[config.mk]
export PLATFORM = sky130hd
export DESIGN_NAME = multi_encoding_unicode_decoder_flat
export DESIGN_NICKNAME = d
export VERILOG_FILES = /design/src/rtl/mud_pkg.sv /design/src/rtl/mud_if.sv /design/src/rtl/multi_encoding_unicode_decoder.sv /design/src/flat_wrapper.sv
export SDC_FILE = /design/constraint.sdc
export NUM_CORES = 1
export LEC_CHECK = 0
export BUFFER_PORTS_ARGS = -buffer_cell sky130_fd_sc_hd__clkbuf_2
export CORE_MARGIN = 4
export CORE_UTILIZATION = 25
export DETAILED_ROUTE_END_ITERATION = 10
export PLACE_DENSITY = 0.5
export SLEW_MARGIN = 20
export SYNTH_ARGS = -nofsm -noshare
export SYNTH_HDL_FRONTEND = slang
export SYNTH_SLANG_ARGS = --single-unit
[constraint.sdc]
create_clock -name clk -period 3.2 [get_ports clk]
set_input_delay 0 -clock clk [delete_from_list [all_inputs] [get_ports clk]]
set_output_delay 0 -clock clk [all_outputs]
set_load 0.03 [all_outputs]
[src/rtl/mud_pkg.sv]
// ----------------------------------------------------------------------------
// mud_pkg
// Shared types and codes for the multi-encoding character decoder.
// ----------------------------------------------------------------------------
`timescale 1ns / 1ps
`default_nettype none

package mud_pkg;

	// encoding selector codes
	typedef enum logic [2:0] {
		ENC_ASCII_EXT = 3'd0,
		ENC_UTF8      = 3'd1,
		ENC_UTF16_LE  = 3'd2,
		ENC_UTF16_BE  = 3'd3,
		ENC_UTF32_LE  = 3'd4,
		ENC_UTF32_BE  = 3'd5
	} mud_enc_t;

	// result status codes
	typedef enum logic [2:0] {
		ST_CHAR       = 3'd0,
		ST_TERM       = 3'd1,
		ST_INCOMPLETE = 3'd2,
		ST_ILLEGAL    = 3'd3,
		ST_RESTART    = 3'd4
	} mud_status_t;

	// configuration register indexes
	localparam int CFG_IDX_W  = 2;
	localparam int CFG_DATA_W = 3;
	localparam logic [CFG_IDX_W-1:0] CFG_ENCODING_SELECT = 2'd0;
	localparam logic [CFG_IDX_W-1:0] CFG_WIDE_IS_16BIT   = 2'd1;

	localparam logic [2:0] ENC_RESET = 3'd1;

	// surrogate ranges
	localparam logic [15:0] HI_SURR_FIRST = 16'hD800;
	localparam logic [15:0] HI_SURR_LAST  = 16'hDBFF;
	localparam logic [15:0] LO_SURR_FIRST = 16'hDC00;
	localparam logic [15:0] LO_SURR_LAST  = 16'hDFFF;
	localparam logic [5:0]  HI_SURR_TAG   = 6'b110110;
	localparam logic [5:0]  LO_SURR_TAG   = 6'b110111;
	localparam logic [31:0] MAX_CODE      = 32'h0010FFFF;

	// input word
	typedef struct packed {
		logic       restart;
		logic [7:0] first_byte;
		logic [7:0] second_byte;
		logic [7:0] third_byte;
		logic [7:0] fourth_byte;
		logic [2:0] bytes_available;
	} mud_in_t;

	// result word
	typedef struct packed {
		logic [31:0] wide_char;
		logic [2:0]  bytes_used;
		logic [2:0]  status;
		logic        in_initial_state;
	} mud_out_t;

endpackage

`default_nettype wire

[src/rtl/mud_if.sv]
// ----------------------------------------------------------------------------
// mud_in_if / mud_out_if
// Valid/ready channels carrying the decoder input and result words.
// ----------------------------------------------------------------------------
`timescale 1ns / 1ps
`default_nettype none

interface mud_in_if import mud_pkg::*; ();
	logic    valid;
	logic    ready;
	mud_in_t data;

	modport source (output valid, output data, input ready);
	modport sink (input valid, input data, output ready);
endinterface

interface mud_out_if import mud_pkg::*; ();
	logic     valid;
	logic     ready;
	mud_out_t data;

	modport source (output valid, output data, input ready);
	modport sink (input valid, input data, output ready);
endinterface

`default_nettype wire

[src/rtl/multi_encoding_unicode_decoder.sv]
// ----------------------------------------------------------------------------
// multi_encoding_unicode_decoder
// Decodes one character per word from a four-byte window (extended ASCII,
// UTF-8, UTF-16 LE/BE, UTF-32 LE/BE), with optional surrogate splitting.
// ----------------------------------------------------------------------------
//  channel  dir  protocol      payload
//  din      in   valid/ready   restart, four window bytes, bytes_available
//  dout     out  valid/ready   wide_char, bytes_used, status, in_initial_state
//  cfg      in   write only    cfg_we, cfg_index, cfg_wdata
//
//  Results come from the result register; one word per cycle is sustained
//  unless the output stalls. Decode sits between the input register and the
//  result register; the pending low surrogate updates as a word leaves the
//  input register. Reset clears both valid flags and the pending surrogate
//  and sets UTF-8 without splitting. A stalled result holds; one more word
//  is still taken into the input register while the result waits.
// ----------------------------------------------------------------------------
`timescale 1ns / 1ps
`default_nettype none

module multi_encoding_unicode_decoder import mud_pkg::*; (
	input  wire logic                  clk,
	input  wire logic                  arst_n,
	mud_in_if.sink                     din,
	mud_out_if.source                  dout,
	input  wire logic                  cfg_we,
	input  wire logic [CFG_IDX_W-1:0]  cfg_index,
	input  wire logic [CFG_DATA_W-1:0] cfg_wdata
);

	logic [2:0]  enc_q;
	logic        wide16_q;
	logic [15:0] pend_q;

	logic        v_s1;
	mud_in_t     in_s1;
	logic        v_s2;
	mud_out_t    res_s2;

	logic        adv1;
	logic        acc_in;

	logic [2:0]  n;
	logic [15:0] u1;
	logic [15:0] u2;
	logic [31:0] base_cp;
	logic [2:0]  base_used;
	mud_status_t base_st;
	logic [20:0] adj;
	logic [31:0] res_cp;
	logic [2:0]  res_used;
	mud_status_t res_st;
	logic [15:0] pend_d;

	// handshake
	assign adv1       = !v_s2 || dout.ready;
	assign din.ready  = !v_s1 || adv1;
	assign acc_in     = din.valid && din.ready;
	assign dout.valid = v_s2;
	assign dout.data  = res_s2;

	// configuration registers
	always_ff @(posedge clk or negedge arst_n) begin
		if (!arst_n) begin
			enc_q    <= ENC_RESET;
			wide16_q <= 1'b0;
		end else if (cfg_we) begin
			if (cfg_index == CFG_ENCODING_SELECT) begin
				enc_q <= cfg_wdata;
			end else if (cfg_index == CFG_WIDE_IS_16BIT) begin
				wide16_q <= cfg_wdata[0];
			end
		end
	end

	// input register
	always_ff @(posedge clk or negedge arst_n) begin
		if (!arst_n) begin
			v_s1 <= 1'b0;
		end else if (din.ready) begin
			v_s1 <= din.valid;
		end
	end

	always_ff @(posedge clk) begin
		if (acc_in) begin
			in_s1 <= din.data;
		end
	end

	// window decode into a base code point
	always_comb begin
		n = (in_s1.bytes_available > 3'd4) ? 3'd4 : in_s1.bytes_available;
		if (enc_q == ENC_UTF16_BE) begin
			u1 = {in_s1.first_byte, in_s1.second_byte};
			u2 = {in_s1.third_byte, in_s1.fourth_byte};
		end else begin
			u1 = {in_s1.second_byte, in_s1.first_byte};
			u2 = {in_s1.fourth_byte, in_s1.third_byte};
		end
		base_cp   = '0;
		base_used = '0;
		base_st   = ST_CHAR;
		if (n == 3'd0) begin
			base_st = ST_INCOMPLETE;
		end else begin
			case (enc_q)
				ENC_UTF8: begin
					if (in_s1.first_byte == 8'h00) begin
						base_st = ST_TERM;
					end else if (!in_s1.first_byte[7]) begin
						base_cp   = {24'd0, in_s1.first_byte};
						base_used = 3'd1;
					end else if (in_s1.first_byte[7:5] == 3'b110) begin
						if (n < 3'd2) begin
							base_st = ST_INCOMPLETE;
						end else begin
							base_cp   = {21'd0, in_s1.first_byte[4:0],
								in_s1.second_byte[5:0]};
							base_used = 3'd2;
						end
					end else if (in_s1.first_byte[7:4] == 4'b1110) begin
						if (n < 3'd3) begin
							base_st = ST_INCOMPLETE;
						end else begin
							base_cp   = {16'd0, in_s1.first_byte[3:0],
								in_s1.second_byte[5:0], in_s1.third_byte[5:0]};
							base_used = 3'd3;
						end
					end else if (in_s1.first_byte[7:3] == 5'b11110) begin
						if (n < 3'd4) begin
							base_st = ST_INCOMPLETE;
						end else begin
							base_cp   = {11'd0, in_s1.first_byte[2:0],
								in_s1.second_byte[5:0], in_s1.third_byte[5:0],
								in_s1.fourth_byte[5:0]};
							base_used = 3'd4;
						end
					end else begin
						base_st = ST_ILLEGAL;
					end
				end
				ENC_UTF16_LE, ENC_UTF16_BE: begin
					if (n < 3'd2) begin
						base_st = ST_INCOMPLETE;
					end else if (u1 == 16'h0000) begin
						base_st = ST_TERM;
					end else if (u1 >= HI_SURR_FIRST && u1 <= HI_SURR_LAST) begin
						if (n < 3'd4) begin
							base_st = ST_INCOMPLETE;
						end else if (u2 < LO_SURR_FIRST || u2 > LO_SURR_LAST) begin
							base_st = ST_ILLEGAL;
						end else begin
							// add 0x10000 to the joined 20-bit value
							base_cp   = {11'd0, {1'b0, u1[9:6]} + 5'd1,
								u1[5:0], u2[9:0]};
							base_used = 3'd4;
						end
					end else begin
						base_cp   = {16'd0, u1};
						base_used = 3'd2;
					end
				end
				ENC_UTF32_LE, ENC_UTF32_BE: begin
					if (n < 3'd4) begin
						base_st = ST_INCOMPLETE;
					end else begin
						if (enc_q == ENC_UTF32_BE) begin
							base_cp = {in_s1.first_byte, in_s1.second_byte,
								in_s1.third_byte, in_s1.fourth_byte};
						end else begin
							base_cp = {in_s1.fourth_byte, in_s1.third_byte,
								in_s1.second_byte, in_s1.first_byte};
						end
						if (base_cp == 32'd0) begin
							base_st = ST_TERM;
						end else begin
							base_used = 3'd4;
						end
					end
				end
				default: begin
					// extended ascii, also for unused selector codes
					if (in_s1.first_byte == 8'h00) begin
						base_st = ST_TERM;
					end else begin
						base_cp   = {24'd0, in_s1.first_byte};
						base_used = 3'd1;
					end
				end
			endcase
		end
	end

	// restart, pending surrogate and surrogate split
	always_comb begin
		adj      = base_cp[20:0] - 21'h10000;
		res_cp   = base_cp;
		res_used = base_used;
		res_st   = base_st;
		pend_d   = pend_q;
		if (in_s1.restart) begin
			res_cp   = '0;
			res_used = '0;
			res_st   = ST_RESTART;
			pend_d   = '0;
		end else if (pend_q != 16'd0) begin
			res_cp   = {16'd0, pend_q};
			res_used = '0;
			res_st   = ST_CHAR;
			pend_d   = '0;
		end else if (base_st != ST_CHAR) begin
			res_cp   = '0;
			res_used = '0;
		end else if (wide16_q && base_cp[31:16] != 16'd0) begin
			if (base_cp > MAX_CODE) begin
				res_cp   = '0;
				res_used = '0;
				res_st   = ST_ILLEGAL;
			end else begin
				res_cp = {16'd0, HI_SURR_TAG, adj[19:10]};
				pend_d = {LO_SURR_TAG, adj[9:0]};
			end
		end
	end

	// result register and pending surrogate
	always_ff @(posedge clk or negedge arst_n) begin
		if (!arst_n) begin
			v_s2   <= 1'b0;
			pend_q <= '0;
		end else if (adv1) begin
			v_s2 <= v_s1;
			if (v_s1) begin
				pend_q <= pend_d;
			end
		end
	end

	always_ff @(posedge clk) begin
		if (adv1 && v_s1) begin
			res_s2.wide_char        <= res_cp;
			res_s2.bytes_used       <= res_used;
			res_s2.status           <= res_st;
			res_s2.in_initial_state <= (pend_d == 16'd0);
		end
	end

`ifndef NO_ASSERTIONS
	// anything but a character carries no code point and no bytes
	a_nonchar_zero: assert property (@(posedge clk) disable iff (!arst_n)
		v_s2 && res_s2.status != ST_CHAR |->
			res_s2.wide_char == 32'd0 && res_s2.bytes_used == 3'd0)
		else $error("non-character result with payload");

	// a stored surrogate is always a low surrogate
	a_pend_low: assert property (@(posedge clk) disable iff (!arst_n)
		pend_q != 16'd0 |-> pend_q[15:10] == LO_SURR_TAG)
		else $error("pending value is not a low surrogate");

	// a pending surrogate is drained by the next decoded word
	a_pend_drain: assert property (@(posedge clk) disable iff (!arst_n)
		adv1 && v_s1 && pend_q != 16'd0 |=>
			pend_q == 16'd0 && res_s2.bytes_used == 3'd0 && res_s2.in_initial_state)
		else $error("pending surrogate not returned");

	// input is held back only when both stages are full and the output stalls
	a_ready: assert property (@(posedge clk) disable iff (!arst_n)
		!din.ready |-> v_s1 && v_s2 && !dout.ready)
		else $error("input stalled with room in the pipeline");
`endif

endmodule

`default_nettype wire

[src/flat_wrapper.sv]
// flat-port wrapper written by rule: the top's interface ports become plain ports
module multi_encoding_unicode_decoder_flat import mud_pkg::*;
  (clk, arst_n, cfg_we, cfg_index, cfg_wdata, din_valid, din_data, din_ready, dout_valid, dout_data, dout_ready);
  mud_in_if din_i ();
  mud_out_if dout_i ();
  input  wire logic clk;
  input  wire logic arst_n;
  input  wire logic cfg_we;
  input  wire logic [CFG_IDX_W-1:0] cfg_index;
  input  wire logic [CFG_DATA_W-1:0] cfg_wdata;
  input wire logic [$bits(din_i.valid)-1:0] din_valid;
  input wire logic [$bits(din_i.data)-1:0] din_data;
  output wire logic [$bits(din_i.ready)-1:0] din_ready;
  output wire logic [$bits(dout_i.valid)-1:0] dout_valid;
  output wire logic [$bits(dout_i.data)-1:0] dout_data;
  input wire logic [$bits(dout_i.ready)-1:0] dout_ready;
  assign din_i.valid = din_valid;
  assign din_i.data = din_data;
  assign din_ready = din_i.ready;
  assign dout_valid = dout_i.valid;
  assign dout_data = dout_i.data;
  assign dout_i.ready = dout_ready;
  multi_encoding_unicode_decoder u_core (.clk(clk), .arst_n(arst_n), .din(din_i), .dout(dout_i), .cfg_we(cfg_we), .cfg_index(cfg_index), .cfg_wdata(cfg_wdata));
endmodule
=== Yosys cells after proc, flatten, opt, wreduce, memory -nomap -nowiden ===
Cells that the tools add are included.

* Output and inout bits: 41
* Register bits after elaboration: 97
* Input port bits: 46
* Logic and storage cells: 138

* Bitwise operators: 1
* Mux-type cells: 75
* Reduce and logical (&&, ||, !) cells: 25
* Add/subtract/negate cells: 2
* Equal/unequal tests: 9
* $lt $le $gt $ge: 9

{| class="wikitable"
|+ Operators by type and width
! kind !! number
|-
| 32-bit 2-to-1 mux || 16
|-
| 16-bit 2-to-1 mux || 11
|-
| 32-bit case mux with 3 select lines || 1
|-
| 3-bit 2-to-1 mux || 31
|-
| 21-bit 2-to-1 mux || 2
|-
| 32-bit by 21-bit greater-than comparator with 1-bit output, second input constant || 1
|-
| 16-bit logical NOT || 2
|-
| 32-bit logical NOT || 1
|-
| 16-bit nonzero test || 2
|-
| 20-bit by 17-bit subtractor with 20-bit output, second input constant || 1
|-
| 3-bit case mux with 3 select lines || 2
|-
| 16-bit greater-or-equal comparator, second input constant || 1
|-
| 16-bit greater-than comparator, second input constant || 1
|-
| 16-bit less-or-equal comparator, second input constant || 1
|-
| 16-bit < comparator, second input constant || 1
|-
| 2-bit 2-to-1 mux || 7
|-
| 11-bit 2-to-1 mux || 1
|-
| 3-bit == test, second input constant || 3
|-
| 8-bit logical NOT || 1
|-
| 8-bit 2-to-1 mux || 1
|-
| 3-bit by 2-bit == test with 1-bit output, second input constant || 2
|-
| 3-bit by 2-bit < comparator with 1-bit output, second input constant || 2
|-
| 2-bit OR reduction || 3
|-
| 4-bit by 1-bit adder with 5-bit output, second input constant || 1
|-
| other kinds (17) || 26
|}

=== Logic depth before layout (Yosys ltp) ===
* Depth in word-level cells: 18
* Mapped depth: 14
* Gate-level depth less buffers: 12

=== Worst setup path before layout ===
Ideal clock, no wire load.

* Path kind: register -> register
* Start: register u_core.in_s1[21] in the netlist's numbering
* End: register u_core.res_s2 (netlist bit u_core.dout.data[11]), data pin
* Arrival time: 3.011 ns
* Cell stages (with the launch flop): 14
* Buffers on the path: 2
* Setup time: 0.261 ns
* Slack: -0.072 ns
* Period minus slack after synthesis: 3.272 ns
* Data required time: 2.939 ns
* Path through: edfxtp_1 buf_6 and4bb_1 or4b_1 mux2i_1 and3_1 a21oi_1 nand2b_1 ha_1 nor2b_1 a41o_1 buf_2 a32oi_1 o21ai_1

* Word-level cells in the longest chain between the ends: 13
* Elaborated cells between the ends (all ways): 42
* Those cells by class: add/sub (1); order compare (3); mux (32); reduce/logical (6)

{| class="wikitable"
|+ Ends and longest elaborated chain
! what !! RTL line !! source
|-
| start, declared || multi_encoding_unicode_decoder.sv:36 || <nowiki>mud_in_t in_s1;</nowiki>
|-
| start signal, assigned || multi_encoding_unicode_decoder.sv:87 || <nowiki>in_s1 <= din.data;</nowiki>
|-
| 16-bit 2-to-1 mux or 21-bit 2-to-1 mux (tied branches) || multi_encoding_unicode_decoder.sv:94, multi_encoding_unicode_decoder.sv:131 ||
|-
| 16-bit greater-or-equal comparator (tied with other cells) || multi_encoding_unicode_decoder.sv:148 || <nowiki>end else if (u1 >= HI_SURR_FIRST && u1 <= HI_SURR_LAST) begin</nowiki>
|-
| 1-bit logical AND (tied with other cells) || multi_encoding_unicode_decoder.sv:148 ||
|-
| 32-bit 2-to-1 mux, on equally long branches || multi_encoding_unicode_decoder.sv:148, multi_encoding_unicode_decoder.sv:114 ||
|-
| 32-bit 2-to-1 mux, on equally long branches || multi_encoding_unicode_decoder.sv:146, multi_encoding_unicode_decoder.sv:111 ||
|-
| 32-bit 2-to-1 mux, on equally long branches || multi_encoding_unicode_decoder.sv:144, multi_encoding_unicode_decoder.sv:109 ||
|-
| 32-bit case mux with 3 select lines || multi_encoding_unicode_decoder.sv:107 || <nowiki>case (enc_q)</nowiki>
|-
| 32-bit 2-to-1 mux || multi_encoding_unicode_decoder.sv:104 || <nowiki>if (n == 3'd0) begin</nowiki>
|-
| 32-bit by 21-bit greater-than comparator with 1-bit output (tied with other cells) || multi_encoding_unicode_decoder.sv:216 || <nowiki>if (base_cp > MAX_CODE) begin</nowiki>
|-
| 16-bit 2-to-1 mux or 1-bit logical AND (tied branches) || multi_encoding_unicode_decoder.sv:216, multi_encoding_unicode_decoder.sv:215 ||
|-
| 32-bit 2-to-1 mux || multi_encoding_unicode_decoder.sv:215 || <nowiki>end else if (wide16_q && base_cp[31:16] != 16'd0) begin</nowiki>
|-
| 16-bit 2-to-1 mux * || multi_encoding_unicode_decoder.sv:212 || <nowiki>end else if (base_st != ST_CHAR) begin</nowiki>
|-
| 16-bit 2-to-1 mux * || multi_encoding_unicode_decoder.sv:207 || <nowiki>end else if (pend_q != 16'd0) begin</nowiki>
|-
| end, declared || multi_encoding_unicode_decoder.sv:38 || <nowiki>mud_out_t res_s2;</nowiki>
|}

Mark *: on every way between the ends. The rest lies on a longest branch, timed or not. The select of a mux whose other input is x is not followed.
A chain may end at the register's enable or synchronous reset.

=== Final worst setup path ===
* Start: register u_core.in_s1[14] in the netlist's numbering
* End: register u_core.res_s2 (netlist bit u_core.dout.data[16]), data pin

* Word-level cells in the longest chain between the ends: 15
* Elaborated cells between the ends (all ways): 42
* Those cells by class: add/sub (1); order compare (3); mux (33); reduce/logical (5)

{| class="wikitable"
|+ Ends and longest elaborated chain
! what !! RTL line !! source
|-
| 16-bit 2-to-1 mux || multi_encoding_unicode_decoder.sv:94 || <nowiki>if (enc_q == ENC_UTF16_BE) begin</nowiki>
|-
| 16-bit < comparator or 16-bit greater-than comparator (tied branches) || multi_encoding_unicode_decoder.sv:151 || <nowiki>end else if (u2 < LO_SURR_FIRST || u2 > LO_SURR_LAST) begin</nowiki>
|-
| 1-bit logical OR || multi_encoding_unicode_decoder.sv:151 ||
|-
| 21-bit 2-to-1 mux || multi_encoding_unicode_decoder.sv:151 ||
|-
| 32-bit 2-to-1 mux || multi_encoding_unicode_decoder.sv:149 || <nowiki>if (n < 3'd4) begin</nowiki>
|-
| 32-bit 2-to-1 mux || multi_encoding_unicode_decoder.sv:148 ||
|-
| 32-bit 2-to-1 mux || multi_encoding_unicode_decoder.sv:146 || <nowiki>end else if (u1 == 16'h0000) begin</nowiki>
|-
| 32-bit 2-to-1 mux || multi_encoding_unicode_decoder.sv:144 || <nowiki>if (n < 3'd2) begin</nowiki>
|-
| 32-bit case mux with 3 select lines || multi_encoding_unicode_decoder.sv:107 ||
|-
| 32-bit 2-to-1 mux || multi_encoding_unicode_decoder.sv:104 ||
|-
| 32-bit by 21-bit greater-than comparator with 1-bit output (tied with other cells) || multi_encoding_unicode_decoder.sv:216 ||
|-
| 16-bit 2-to-1 mux or 1-bit logical AND (tied branches) || multi_encoding_unicode_decoder.sv:216, multi_encoding_unicode_decoder.sv:215 ||
|-
| 32-bit 2-to-1 mux || multi_encoding_unicode_decoder.sv:215 ||
|-
| 16-bit 2-to-1 mux * || multi_encoding_unicode_decoder.sv:212 ||
|-
| 16-bit 2-to-1 mux * || multi_encoding_unicode_decoder.sv:207 ||
|}

Marks and branches as above.

==> results.md <==
- Pwr dens: just under 500 mW/mm^2
- Netlist cell types: 79
- Most frequent cell after synthesis: nand2_1
- Part of the cycle the worst path needs: ~96%
- Syn-to-layout area delta: 40.0%
- Met3 Track Usage GR: about 2.8%
- Utilization of the core after routing: between 30% and 40%
- Syn avg cell area: approximately 9.3 um^2
- CTS tree: yes
- Worst r2r dst: u_core.dout.data[16]
- Fraction of the yosys area taken by sequential cells: between 40% and 50%
- Mapped Nets: about 710
- First-pass GRT wire length: around 37 mm
- Slew HR: between 50% and 60%
- Power after layout: a little over 4 mW
- Synth async-reset ratio: 22.7%
- Initial antenna violation count: 0
- R2R depth: 10
- VDD IR max: 0.262 mV
- Critical Path Sink: u_core.dout.data[16]
- CP Cell Sequence: buf_4 -> or4_1 -> or3_1 -> a21oi_1 -> and4bb_1 -> or3b_1 -> buf_4 -> nor2_1 -> a32oi_1 -> o21ai_1
- Antenna viol nets, final: 0
- # clock sinks: a little under 100
- Status: completed
- Final Max Slew Viols: 0
- Slew @ Worst Pin: roughly 0.67 ns
- Crit path top cell by count: buf_4
- Max-cap violation count: 0
- Die ar.: ~0.027 mm^2
- Crit path depth: 10
- Post-synth EDFFs: 75
- Num CTS Buffers: 9
- Core area: ~0.024 mm^2
- Final setup TNS: 0 ns
- CP startpoint: u_core.in_s1[14]
- Die Wd: approximately 160 um
- Max frequency: around 330 MHz
- Rows: 57
- Setup Viol. Count Final: 0
- Initial DRC count: 719
- Reg2reg start: u_core.in_s1[14]
- Largest net degree at the start of global routing: 42
- Fin worst setup slack: about 0.13 ns
- Crit path max-delay family: simple AND/OR/NAND/NOR gates
- Largest area contributor in the netlist: edfxtp_1
- Ys flop type: edfxtp_1
- # port buffers: 86
- Seq cells post-synth: slightly below 100
- Clk buf depth: 2
- Leak Pwr: 3.46 nW
- Met1 Resource Use GR: about a quarter
- Fraction of layout cells with a size suffix above 1: between 20% and 30%
- Area contributors post-synth: edfxtp_1 (37%), dfrtp_1 (8.5%), nand2_1 (7.9%)
- Synth warnings: 0
- Clock Latency Late Sink: 0.36 ns
- CP Buf/Inv Count: 2
- Nets: around 930
- Synth top cells by count: nand2_1 (130), edfxtp_1 (75), a21oi_1 (49), nor2_1 (34), clkbuf_1 (31)
- CP Class: reg2reg
- R2r setup slk: around 0.13 ns
- Hold Vio Cnt, Final: 0
- Via count: around 6400
- Fin crit period: approximately 3.1 ns
- Post-synthesis cell count: 662
- Global routing's busiest layer: met2
- Met2 Use GR: roughly 29%
- Critical path arrival: about 3.2 ns
- Grt ovf: 0
- Total GRT Usage: roughly 18%
- Top-area cell type share of the netlist area: a little over a third
- Vias in the first global route: 6272
- WP data required: 3.30 ns
- DP Worst Slack: -0.164 ns
- Post-Syn Area: ~0.0062 mm^2
- Starting density of the core: approximately a quarter
- Total routed wirelength: around 24 mm
- Slowest stage cell, crit path: or4_1
- Nature of the critical path endpoint: register
- DR WL/cell: 20.2 um
- CTS H-tree lvls: 3
- Root buffer cell: clkbuf_16
- Drt first pass iters: 5
- DRC violations left: 0
- Crit-path max FO: 7
- Clk_skew: between 0.01 and 0.015 ns
- HPWL Detailed: between 15 and 20 mm
- CP peak stage delay: approximately 0.50 ns
- Vias per cell: between 5 and 6
- I/O pin cnt: 87
- CTS clk-pin slew, worst paths: ~0.070 ns
- Die Y: about 160 um
- Hold Crit Class: in2reg
- Crit start category: register
- Routability congestion estimate from global placement: about 1
-- where the power goes --
part | leakage, nW | total [mW] | switching [mW] | internal (mW)
clock network | 0.139 | 1.06 | 0.520 | 0.542
registers | 1.02 | 1.56 | 0.0720 | 1.49
logic | 2.30 | 1.51 | 0.937 | 0.576
-- worst min-delay path, stage by stage --
cell and delay, ns:
clkbuf_2 0.08, nor3b_1 0.08, mux2_2 0.23
-- worst min-delay path by stage --
stage / from / slack, ns / to / cells past startpoint
5_1_grt: cfg_index[1] / 0.10 / u_core.enc_q[0] / 3
6_report: cfg_index[1] / 0.07 / u_core.enc_q[0] / 3
2_1_floorplan: arst_n / -0.30 / u_core.dout.valid / 0
4_1_cts: cfg_index[1] / 0.07 / u_core.enc_q[0] / 3
3_5_place_dp: arst_n / 0.02 / u_core.pend_q[13] / 1
3_3_place_gp: arst_n / 0.02 / u_core.pend_q[13] / 1
-- metal layers --
metal  vias up  routed length [um]
met1      3075               10700
met5         -                   0
li1       2955                   -
met3        45                1680
met4         0                 781
met2       326               11300
-- cells in the final DEF, fill, tap and decap left out, types with 4 or more instances in the layout --
cell type	synthesis	routed
nand2_1	130	129
buf_4	1	118
clkbuf_2	0	86
edfxtp_1	75	75
a21oi_1	49	47
dlygate4sd3_1	0	47
nor2_1	34	34
o21ai_0	23	23
mux2i_1	22	21
dfrtp_1	21	20
nor3_1	20	18
nand3_1	14	14
nand2b_1	13	12
o21ai_1	13	12
o221ai_1	11	11
a22o_1	10	10
a31oi_1	10	9
clkbuf_16	0	9
inv_1	7	7
and2_1	7	7
nand3b_1	7	7
nor4_1	9	7
o211ai_1	7	7
nand4_1	6	6
a32oi_1	6	6
a22oi_1	7	6
or3_1	5	5
a21o_1	5	5
o22ai_1	5	5
nand4b_1	4	4
xor2_1	4	4
nor4b_1	5	4
nor2b_1	4	4
a311oi_1	4	4
a221oi_1	4	4
-- final cells by class --
class / instances / area, um^2
Tap cell: 324 / 405
Sequential cell: 97 / 2810
Multi-Input combinational cell: 510 / 3270
Inverter: 8 / 30.0
Timing Repair Buffer: 253 / 1830
Clock buffer: 9 / 225
Clock inverter: 7 / 58.8
Antenna cell: 1 / 2.50
Fill cell: 2507 / 15600
-- logic make-up (layout without fill, tap and decap cells) --
group	after synthesis	count (layout)	share of synthesized area (%)
AO/OA/AOI/OAI	186	186	20.8
XOR/XNOR	7	7	0.996
adder cells (fa/ha/maj)	3	3	0.610
buffers and inverters	55	277	3.84
flip-flops	97	97	45.5
multiplexers	24	24	3.94
other	0	1	0
AND/OR/NAND/NOR	290	290	24.3
-- flip-flops by register name, indices dropped and copies added, names as in the netlist --
name and cells:
u_core.dout.data 39, u_core.dout.valid 1, u_core.enc_q 3, u_core.in_s1 36
u_core.pend_q 16, u_core.v_s1 1, u_core.wide16_q 1
-- metrics by stage --
step	std cells	instance area, um^2	hold slack (ns)
6_report	1209	8620	0.0749
5_1_grt	1208	8620	0.101
4_1_cts	1204	8460	0.0711
3_5_place_dp	1141	7690	0.0222
3_3_place_gp	1141	7690	0.0224
2_1_floorplan	662	6170	-0.296
-- what timing repair did --
item | 4_1_cts | 5_1_grt
hold buffers | 47 | 0
setup endpoints to repair | 31 | 47
gates resized for setup | 4 | 24
pin swaps | 1 | 4
setup buffers | 0 | 4
hold endpoints to repair | 63 | 0
(Power assumes the default switching activity.)
